==> src/hdl/bars_pkg.sv <==
// ----------------------------------------------------------------------------
// bars_pkg
// Shared types and constants for the byte alignment range search block.
// ----------------------------------------------------------------------------
`default_nettype none

package bars_pkg;

    localparam int DEPTH_DEFAULT = 4096;

    localparam int FUNC_W   = 2;
    localparam int ADDR_W   = 12;
    localparam int BYTE_W   = 8;
    localparam int WIN_W    = 13;
    localparam int POS_W    = 12;
    localparam int LEN_W    = 13;

    // request function codes
    localparam logic [FUNC_W-1:0] FUNC_WR_SRC = 2'd0;
    localparam logic [FUNC_W-1:0] FUNC_WR_TGT = 2'd1;
    localparam logic [FUNC_W-1:0] FUNC_SEARCH = 2'd2;

    typedef struct packed {
        logic [FUNC_W-1:0] func;
        logic [ADDR_W-1:0] addr;
        logic [BYTE_W-1:0] data_byte;
        logic [WIN_W-1:0]  src_begin;
        logic [WIN_W-1:0]  src_limit;
        logic [WIN_W-1:0]  tgt_begin;
        logic [WIN_W-1:0]  tgt_limit;
    } req_t;

    typedef struct packed {
        logic             found;
        logic [POS_W-1:0] match_src_pos;
        logic [POS_W-1:0] match_tgt_pos;
        logic [LEN_W-1:0] match_length;
    } rsp_t;

    typedef enum logic [1:0] {
        ST_IDLE,
        ST_PAIR,
        ST_SCAN,
        ST_EMIT
    } state_t;

endpackage

`default_nettype wire

==> src/hdl/bars_ctrl.sv <==
// ----------------------------------------------------------------------------
// bars_ctrl
// Search sequencer: walks source/target start pairs, streams byte compares
// out of the two memories and holds the result register.
// ----------------------------------------------------------------------------
`default_nettype none

module bars_ctrl #(
    parameter int DEPTH = bars_pkg::DEPTH_DEFAULT
) (
    input  wire logic                            clk,
    input  wire logic                            rst_n,
    input  wire logic                            req_valid,
    output logic                                 req_ready,
    input  wire bars_pkg::req_t                  req,
    output logic                                 rsp_valid,
    input  wire logic                            rsp_ready,
    output bars_pkg::rsp_t                       rsp,
    output logic [$clog2(DEPTH)-1:0]             src_raddr,
    output logic [$clog2(DEPTH)-1:0]             tgt_raddr,
    input  wire logic [bars_pkg::BYTE_W-1:0]     src_rdata,
    input  wire logic [bars_pkg::BYTE_W-1:0]     tgt_rdata
);

    localparam int AW = $clog2(DEPTH);
    localparam int CW = ($clog2(DEPTH + 1) > bars_pkg::WIN_W) ?
                        $clog2(DEPTH + 1) : bars_pkg::WIN_W;

    bars_pkg::state_t state_reg, state_next;

    logic [CW-1:0] s_reg, s_next;
    logic [CW-1:0] t_reg, t_next;
    logic [CW-1:0] sl_reg, sl_next;
    logic [CW-1:0] tl_reg, tl_next;
    logic [CW-1:0] tb_reg, tb_next;
    logic [CW-1:0] span_reg, span_next;
    logic [CW-1:0] i_reg, i_next;
    logic [CW-1:0] run_reg, run_next;
    logic [CW-1:0] hits_reg, hits_next;
    bars_pkg::rsp_t res_reg, res_next;
    bars_pkg::rsp_t out_reg, out_next;
    logic          out_valid_reg, out_valid_next;

    logic          accept;
    logic          is_search;
    logic [CW-1:0] sb_ext, tb_ext, sl_ext, tl_ext;
    logic [CW-1:0] sl_clamp, tl_clamp;
    logic          window_empty;
    logic [CW-1:0] span_s, span_t, span_min;
    logic [CW-1:0] compared;
    logic          byte_eq;
    logic [CW-1:0] run_new;
    logic [CW-1:0] hits_new;
    logic          stop_early;
    logic          pair_end;
    logic          pair_hit;
    logic [CW-1:0] t_inc, s_inc;
    logic          t_more, s_more;
    logic          search_done;
    logic          emit_take;
    logic [CW-1:0] src_idx, tgt_idx;

    assign req_ready = (state_reg == bars_pkg::ST_IDLE);
    assign accept    = req_valid && req_ready;
    assign is_search = (req.func == bars_pkg::FUNC_SEARCH);

    assign sb_ext   = CW'(req.src_begin);
    assign tb_ext   = CW'(req.tgt_begin);
    assign sl_ext   = CW'(req.src_limit);
    assign tl_ext   = CW'(req.tgt_limit);
    assign sl_clamp = (sl_ext > CW'(DEPTH)) ? CW'(DEPTH) : sl_ext;
    assign tl_clamp = (tl_ext > CW'(DEPTH)) ? CW'(DEPTH) : tl_ext;
    assign window_empty = (sb_ext >= sl_clamp) || (tb_ext >= tl_clamp);

    assign span_s   = sl_reg - s_reg;
    assign span_t   = tl_reg - t_reg;
    assign span_min = (span_s < span_t) ? span_s : span_t;

    // read data in ST_SCAN belongs to offset i_reg
    assign compared   = i_reg + CW'(1);
    assign byte_eq    = (src_rdata == tgt_rdata);
    assign run_new    = byte_eq ? compared : run_reg;
    assign hits_new   = hits_reg + CW'(byte_eq);
    assign stop_early = !byte_eq && ({hits_reg, 1'b0} < {1'b0, compared});
    assign pair_end   = stop_early || (compared == span_reg);
    assign pair_hit   = pair_end && (run_new > CW'(1));

    assign t_inc  = t_reg + CW'(1);
    assign s_inc  = s_reg + CW'(1);
    assign t_more = (t_inc < tl_reg);
    assign s_more = (s_inc < sl_reg);
    assign search_done = pair_hit || (pair_end && !t_more && !s_more);

    assign emit_take = !out_valid_reg || rsp_ready;

    // next offset is fetched speculatively; dropped if the pair ends
    assign src_idx = s_reg + compared;
    assign tgt_idx = t_reg + compared;

    always_comb
    begin
        state_next = state_reg;
        case (state_reg)
            bars_pkg::ST_IDLE:
            begin
                if (accept && is_search)
                begin
                    state_next = window_empty ? bars_pkg::ST_EMIT : bars_pkg::ST_PAIR;
                end
            end
            bars_pkg::ST_PAIR:
            begin
                state_next = bars_pkg::ST_SCAN;
            end
            bars_pkg::ST_SCAN:
            begin
                if (pair_end)
                begin
                    state_next = search_done ? bars_pkg::ST_EMIT : bars_pkg::ST_PAIR;
                end
            end
            bars_pkg::ST_EMIT:
            begin
                if (emit_take)
                begin
                    state_next = bars_pkg::ST_IDLE;
                end
            end
            default:
            begin
                state_next = bars_pkg::ST_IDLE;
            end
        endcase
    end

    always_comb
    begin
        s_next         = s_reg;
        t_next         = t_reg;
        sl_next        = sl_reg;
        tl_next        = tl_reg;
        tb_next        = tb_reg;
        span_next      = span_reg;
        i_next         = i_reg;
        run_next       = run_reg;
        hits_next      = hits_reg;
        res_next       = res_reg;
        out_next       = out_reg;
        out_valid_next = out_valid_reg && !rsp_ready;
        src_raddr      = s_reg[AW-1:0];
        tgt_raddr      = t_reg[AW-1:0];
        case (state_reg)
            bars_pkg::ST_IDLE:
            begin
                if (accept && is_search)
                begin
                    s_next   = sb_ext;
                    t_next   = tb_ext;
                    tb_next  = tb_ext;
                    sl_next  = sl_clamp;
                    tl_next  = tl_clamp;
                    res_next = '0;
                end
            end
            bars_pkg::ST_PAIR:
            begin
                span_next = span_min;
                i_next    = '0;
                run_next  = '0;
                hits_next = '0;
            end
            bars_pkg::ST_SCAN:
            begin
                src_raddr = src_idx[AW-1:0];
                tgt_raddr = tgt_idx[AW-1:0];
                i_next    = compared;
                run_next  = run_new;
                hits_next = hits_new;
                if (pair_end)
                begin
                    if (pair_hit)
                    begin
                        res_next.found         = 1'b1;
                        res_next.match_src_pos = s_reg[bars_pkg::POS_W-1:0];
                        res_next.match_tgt_pos = t_reg[bars_pkg::POS_W-1:0];
                        res_next.match_length  = run_new[bars_pkg::LEN_W-1:0];
                    end
                    else if (t_more)
                    begin
                        t_next = t_inc;
                    end
                    else if (s_more)
                    begin
                        s_next = s_inc;
                        t_next = tb_reg;
                    end
                end
            end
            bars_pkg::ST_EMIT:
            begin
                if (emit_take)
                begin
                    out_next       = res_reg;
                    out_valid_next = 1'b1;
                end
            end
            default:
            begin
                out_valid_next = out_valid_reg && !rsp_ready;
            end
        endcase
    end

    always_ff @(posedge clk or negedge rst_n)
    begin
        if (!rst_n)
        begin
            state_reg     <= bars_pkg::ST_IDLE;
            out_valid_reg <= 1'b0;
        end
        else
        begin
            state_reg     <= state_next;
            out_valid_reg <= out_valid_next;
        end
    end

    always_ff @(posedge clk)
    begin
        s_reg    <= s_next;
        t_reg    <= t_next;
        sl_reg   <= sl_next;
        tl_reg   <= tl_next;
        tb_reg   <= tb_next;
        span_reg <= span_next;
        i_reg    <= i_next;
        run_reg  <= run_next;
        hits_reg <= hits_next;
        res_reg  <= res_next;
        out_reg  <= out_next;
    end

    assign rsp_valid = out_valid_reg;
    assign rsp       = out_reg;

`ifndef NO_ASSERTIONS
    a_scan_in_span: assert property (@(posedge clk) disable iff (!rst_n)
        (state_reg == bars_pkg::ST_SCAN) |-> (i_reg < span_reg))
        else $error("compare offset ran past pair span");

    a_hits_bounded: assert property (@(posedge clk) disable iff (!rst_n)
        (state_reg == bars_pkg::ST_SCAN) |-> (hits_reg <= i_reg))
        else $error("hit count exceeds bytes compared");

    a_pair_in_window: assert property (@(posedge clk) disable iff (!rst_n)
        ((state_reg == bars_pkg::ST_PAIR) || (state_reg == bars_pkg::ST_SCAN)) |->
        ((s_reg < sl_reg) && (t_reg < tl_reg) && (tl_reg <= CW'(DEPTH))
         && (sl_reg <= CW'(DEPTH))))
        else $error("pair start outside clamped window");

    a_found_len: assert property (@(posedge clk) disable iff (!rst_n)
        (out_valid_reg && out_reg.found) |-> (out_reg.match_length > 13'd1))
        else $error("reported run too short");

    a_notfound_zero: assert property (@(posedge clk) disable iff (!rst_n)
        (out_valid_reg && !out_reg.found) |->
        ((out_reg.match_src_pos == '0) && (out_reg.match_tgt_pos == '0)
         && (out_reg.match_length == '0)))
        else $error("not-found result carries nonzero fields");
`endif

endmodule

`default_nettype wire
==> config.mk <==
export PLATFORM = sky130hd
export DESIGN_NAME = bars_ctrl
export DESIGN_NICKNAME = d
export VERILOG_FILES = /design/src/hdl/bars_pkg.sv /design/src/hdl/bars_ctrl.sv
export SDC_FILE = /design/constraint.sdc
export NUM_CORES = 1
export LEC_CHECK = 0
export BUFFER_PORTS_ARGS = -buffer_cell sky130_fd_sc_hd__clkbuf_2
export CAP_MARGIN = 20
export CORE_MARGIN = 3
export CORE_UTILIZATION = 24
export DETAILED_ROUTE_END_ITERATION = 6
export GPL_ROUTABILITY_DRIVEN = 1
export GPL_TIMING_DRIVEN = 0
export PLACE_DENSITY = 0.47
export SYNTH_ARGS = -nofsm -noshare
export SYNTH_HDL_FRONTEND = slang
export SYNTH_SLANG_ARGS = --single-unit
==> constraint.sdc <==
create_clock -name clk -period 14.4 [get_ports clk]
set_input_delay 2.88 -clock clk [delete_from_list [all_inputs] [get_ports clk]]
set_output_delay 2.88 -clock clk [all_outputs]
set_load 0.01 [all_outputs]
After elaboration in Yosys (flattened, before gate mapping)
Index checks and enable logic that the tools add are counted.
{"block": "op_classes", "n_addsub": 8, "n_lt_le_gt_ge": 9, "eq_ne": 14, "muxes": 33, "n_reduce_logical": 25}
{"operator": "13-bit two-way mux", "n": 14}
{"operator": "13-bit one-hot mux with 2 select lines", "n": 5}
{"operator": "38-bit two-way mux", "n": 3}
{"operator": "38-bit one-hot mux with 2 select lines", "n": 1}
{"operator": "13-bit by 1-bit adder with 13-bit output (second input constant)", "n": 3}
{"operator": "13-bit less-than comparator", "n": 3}
{"operator": "13-bit greater-or-equal comparator", "n": 2}
{"operator": "13-bit > comparator (second input constant)", "n": 2}
{"operator": "13-bit subtractor", "n": 2}
{"operator": "12-bit adder", "n": 2}
{"operator": "12-bit two-way mux", "n": 2}
{"operator": "14-bit by 13-bit less-than comparator with 1-bit output", "n": 1}
{"operator": "13-bit by 1-bit adder with 13-bit output", "n": 1}
{"operator": "13-bit == test", "n": 1}
{"operator": "13-bit by 1-bit > comparator with 1-bit output (second input constant)", "n": 1}
{"operator": "2-bit != test (second input constant)", "n": 6}
{"operator": "2-bit two-way mux", "n": 5}
{"operator": "8-bit == test", "n": 1}
{"operator": "2-bit one-hot mux with 4 select lines", "n": 1}
{"operator": "1-bit logical AND", "n": 7}
{"operator": "2-bit == test (second input constant)", "n": 3}
{"operator": "6-bit AND reduction", "n": 1}
{"operator": "1-bit logical NOT", "n": 5}
{"operator": "5-bit AND reduction", "n": 1}
{"operator": "10 further kinds", "n": 16}
{"block": "totals", "register_bits": 196, "in_bits": 94, "out_inout_bits": 64, "word_cells": 108}

Longest topological paths before layout
{"block": "logic_depth", "ltp_word": 10, "depth_mapped": 19}

Least setup slack after synthesis
No wires, ideal clock.
{"block": "synth_path", "path_type": "input -> register", "startpoint": "input port tgt_rdata[3] (netlist name)", "endpoint": "register res_reg[0] (netlist name), enable pin", "setup_ps": 486, "arrival_ps": 6593, "path_slack_ps": 7321, "path_stages": 7, "n_path_buf": 0, "cell_sequence": "xnor2_1 -> nand4_1 -> nor2_1 -> nor3_1 -> a31oi_1 -> nand2_1 -> o21ai_0"}
{"block": "synth_via", "elab_chain_cells": 7}
{"item": "from (decl)", "line_no": "bars_ctrl.sv:22", "rtl": "input wire logic [bars_pkg::BYTE_W-1:0] tgt_rdata"}
{"item": "8-bit == test (*)", "line_no": "bars_ctrl.sv:81", "rtl": "assign byte_eq = (src_rdata == tgt_rdata);"}
{"item": "branches (longest 5 deep; another with 13-bit by 1-bit > comparator with 1-bit output)"}
{"item": "4-bit AND reduction (no source line) (*)"}
{"item": "to (signal assigned)", "line_no": "bars_ctrl.sv:239", "rtl": "res_reg <= res_next;"}
{"item": "to (decl)", "line_no": "bars_ctrl.sv:40", "rtl": "bars_pkg::rsp_t res_reg, res_next;"}
Every way passes the cells marked *.
A chain may end at the register's enable or synchronous reset.

Worst setup path after layout
{"block": "layout_path", "startpoint": "register i_reg[1]", "endpoint": "output port tgt_raddr[11]"}
{"block": "layout_via", "elab_chain_cells": 3}
{"item": "from (decl)", "line_no": "bars_ctrl.sv:37", "rtl": "logic [CW-1:0] i_reg, i_next;"}
{"item": "from (signal assigned)", "line_no": "bars_ctrl.sv:236", "rtl": "i_reg <= i_next;"}
{"item": "13-bit by 1-bit adder with 13-bit output", "line_no": "bars_ctrl.sv:80", "rtl": "assign compared = i_reg + CW'(1);"}
{"item": "12-bit adder", "line_no": "bars_ctrl.sv:98", "rtl": "assign tgt_idx = t_reg + compared;"}
{"item": "12-bit two-way mux", "line_no": "bars_ctrl.sv:152", "rtl": "case (state_reg)"}
{"item": "to (decl)", "line_no": "bars_ctrl.sv:20", "rtl": "output logic [$clog2(DEPTH)-1:0] tgt_raddr,"}
Every way passes these cells.

==> flow_metrics.py <==
metrics = {
    "run_status": {
        "status": "finished clean",
    },
    "clock_tree": {
        "cts_buffers": 17,
        "postCtsHoldBufs": 0,
        "clkSinkCount": 196,
        "cts_buffer_depth": 2,
        "cts_tree": "yes",
        "cts_setup_buffers": 0,
        "clk_pin_slew_ps": 80,
        "root_buffer": "clkbuf_16",
        "cts_resized": 0,
        "clk_latency_ps": 470,
        "htreeDepth": 4,
    },
    "critical_path": {
        "cp_num_buf_inv": 3,
        "path_cells": "ha_1, nand4_2, clkbuf_1, nor2_1, xnor2_1, inv_1, ha_1, o21ai_0, o31ai_1, o41ai_1, xnor2_1, nand2_1, xnor2_1, clkbuf_2",
        "critical_path.max_fanout": 10,
        "cp_slowest_cell": "xnor2_1",
        "critPathArrivalTime_ps": 5100,
        "crit_path_frequent_cell": "xnor2_1",
        "start_kind": "flop",
        "endpoint_kind": "output pin",
        "cp_slowest_stage_delay_ps": 880,
        "cpLargestDelayFamily": "XOR/XNOR gates",
        "required_ps": 11520,
        "critical_path_class": "reg -> out",
    },
    "timing": {
        "tightestPinTransition_ps": 1110,
        "setup_viol": 0,
        "max_freq_mhz": 125,
        "worst_slack_ps": 6420,
        "setup_tns_ps": 0,
        "fin_crit_ps": 7980,
        "period_share_pct": 55.4,
        "slew_violations": 0,
        "finalHoldViolCount": 0,
        "rsz0062_at_grt": "false",
        "max_slew_margin_pct": 25.8,
        "finClkSkew_ps": 12.2,
    },
    "route": {
        "firstDrtPassIters": 5,
        "drc": 0,
        "via_count": 9531,
        "drt_first_iter_violations": 564,
        "wl_um": 38900,
        "via_per_inst": 4.61,
        "wl_per_cell_um": 18.8,
        "antenna_left": 0,
    },
    "synth": {
        "synthArstFlopShare_pct": 1.53,
        "ys_types": 69,
        "synth_edf_count": 193,
        "ys_seq_area_share_pct": 46.3,
        "syn_nets": 1439,
        "syn_inst": 1214,
        "avgSynthCellArea_um2": 10.5,
        "synth_warnings": 0,
        "synth.cell_area_um2": 12700,
        "synth-seq-cells": 196,
        "ys.flop_type": "edfxtp_1",
    },
    "layout": {
        "multi_input_area_um2": 6250,
        "finish.utilization_pct": 28.9,
        "seqCellArea_um2": 5870,
        "drive_gt1_share_pct": 15.1,
        "finalNetCount": 1600,
        "layout-area-overhead-vs-synth_pct": 18.1,
        "fillers": 5408,
        "final_cell_area_um2": 15000,
    },
    "die": {
        "die_h_um": 236,
        "rows": 83,
        "die-area_um2": 55700,
        "die_w_um": 236,
        "core_area_um2": 51800,
        "ios": 158,
        "initial_core_util_pct": 24.5,
    },
    "global_route": {
        "grt_max_degree": 40,
        "grt_pass1_vias": 9752,
        "gr-total-overflow": 0,
        "grtUsageTotal_pct": 14.0,
        "grt_pass1_wl_um": 58800,
        "antenna_found_initial": 2,
    },
    "power": {
        "powerDensity_nw_per_um2": 258,
        "totalPowerFinal_uw": 3870,
        "p_leak_uw": 0.00618,
        "vdd_drop_max_v": 0.000112,
    },
    "placed_design": {
        "numPortBuffers": 137,
        "place_ws_ps": 6890,
        "gp_congestion": 0.880,
        "postPlaceCellArea_um2": 14300,
        "dp_hpwl_um": 31300,
    },
    "worst_hold_path": {
        "hp-class": "reg -> reg",
    },
    "flow_run": {
        "maxCapViolations": 0,
    },
}
[metrics by stage]
step | hold WS (ps) | std cells
3_3_place_gp | 405 | 2031
5_1_grt | 423 | 2068
4_1_cts | 420 | 2068
3_5_place_dp | 406 | 2036
2_1_floorplan | 400 | 1214
6_report | 417 | 2069
[cell usage after synthesis (4+ instances only)]
cell       number  share of area, %
a2111oi_0       9              0.62
a211oi_1       17               1.0
a21o_1         25               1.5
a21oi_1        49               1.9
a31oi_1         4              0.20
and2_1         12              0.59
and3_1         12              0.59
and4_1          4              0.28
buf_2           8              0.32
clkbuf_1       25              0.74
edfxtp_1      193                46
fa_1            4              0.63
ha_1          127                13
inv_1         112               3.3
mux2_2          7              0.62
mux2i_1        28               2.2
nand2_1        79               2.3
nand2b_1       14              0.69
nand3_1        33               1.3
nand4_1        11              0.54
nor2_1        127               3.8
nor2b_1        17              0.84
nor3_1         28               1.1
nor4_1          7              0.35
o2111ai_1       4              0.28
o211ai_1        8              0.47
o21a_1          7              0.41
o21ai_0        61               2.4
o21bai_1        6              0.35
o31ai_1         7              0.41
o41ai_1         6              0.41
or2_2           5              0.25
or3_1          12              0.59
or4_1           4              0.24
xnor2_1        67               4.6
xor2_1         30               2.1
[power by group]
group          switching, uW  internal, uW  total, uW
Combinational           1360           813       2170
Sequential               159           999       1160
Clock                    232           311        543
[final timing paths]
path | cells past startpoint | to | slack [ps] | start
max in group asynchronous | 1 | state_reg[1] | 12080 | rst_n
hold reg to reg | 0 | rsp[4] | 420 | res_reg[4]
setup reg to reg | 15 | res_reg[2] | 9020 | i_reg[1]
hold / removal | 0 | rsp[4] | 420 | res_reg[4]
setup / recovery | 14 | tgt_raddr[11] | 6420 | i_reg[1]
min in group asynchronous | 1 | rsp_valid | 2200 | rst_n
[cell families after synthesis]
kind of cell    Yosys count  share of synthesized area, %
simple gates            380                          14.8
compound gates          224                          11.5
flops                   196                          46.3
buf+inv                 149                          4.57
fa+ha+maj               132                          13.2
xor+xnor                 98                          6.87
mux                      35                          2.83
[area by class of cell]
class | instances | share of cell area (%)
Multi-Input combinational cell | 869 | 41.7
Sequential cell | 196 | 39.2
Tap cell | 680 | 5.68
Timing Repair Buffer | 142 | 5.20
Clock buffer | 18 | 2.86
Inverter | 112 | 2.80
Clock inverter | 14 | 1.50
Buffer | 37 | 1.07
Antenna cell | 1 | 0.0167
[per-layer routing]
metal | vias to the layer above | part of all wire [%] | global-route usage (%) | wire length, um
li1 | 4729 | - | - | -
met1 | 4530 | 46 | 18.6 | 18000
met2 | 233 | 46 | 22.9 | 18000
met3 | 39 | 4.6 | 2.77 | 1800
met4 | 0 | 2.5 | 4.63 | 956
met5 | - | 0 | 0 | 0
[layout by cell type (no fill, tap or decap), drive strengths merged, types with 9 or more instances in the layout]
cell	netlist	final
a21o	25	25
nor2b	17	17
a211oi	17	17
or3	12	12
nand2b	14	14
o21ai	61	61
a21oi	49	49
inv	112	115
nor3	28	28
and2	12	12
nor2	127	127
xor2	30	30
edfxtp	193	193
xnor2	67	67
buf	12	17
nand3	35	35
mux2i	28	28
and3	12	12
nor4	9	9
nand4	12	12
ha	127	127
a2111oi	9	9
nand2	79	79
clkbuf	25	180
(Power assumes the default switching activity.)
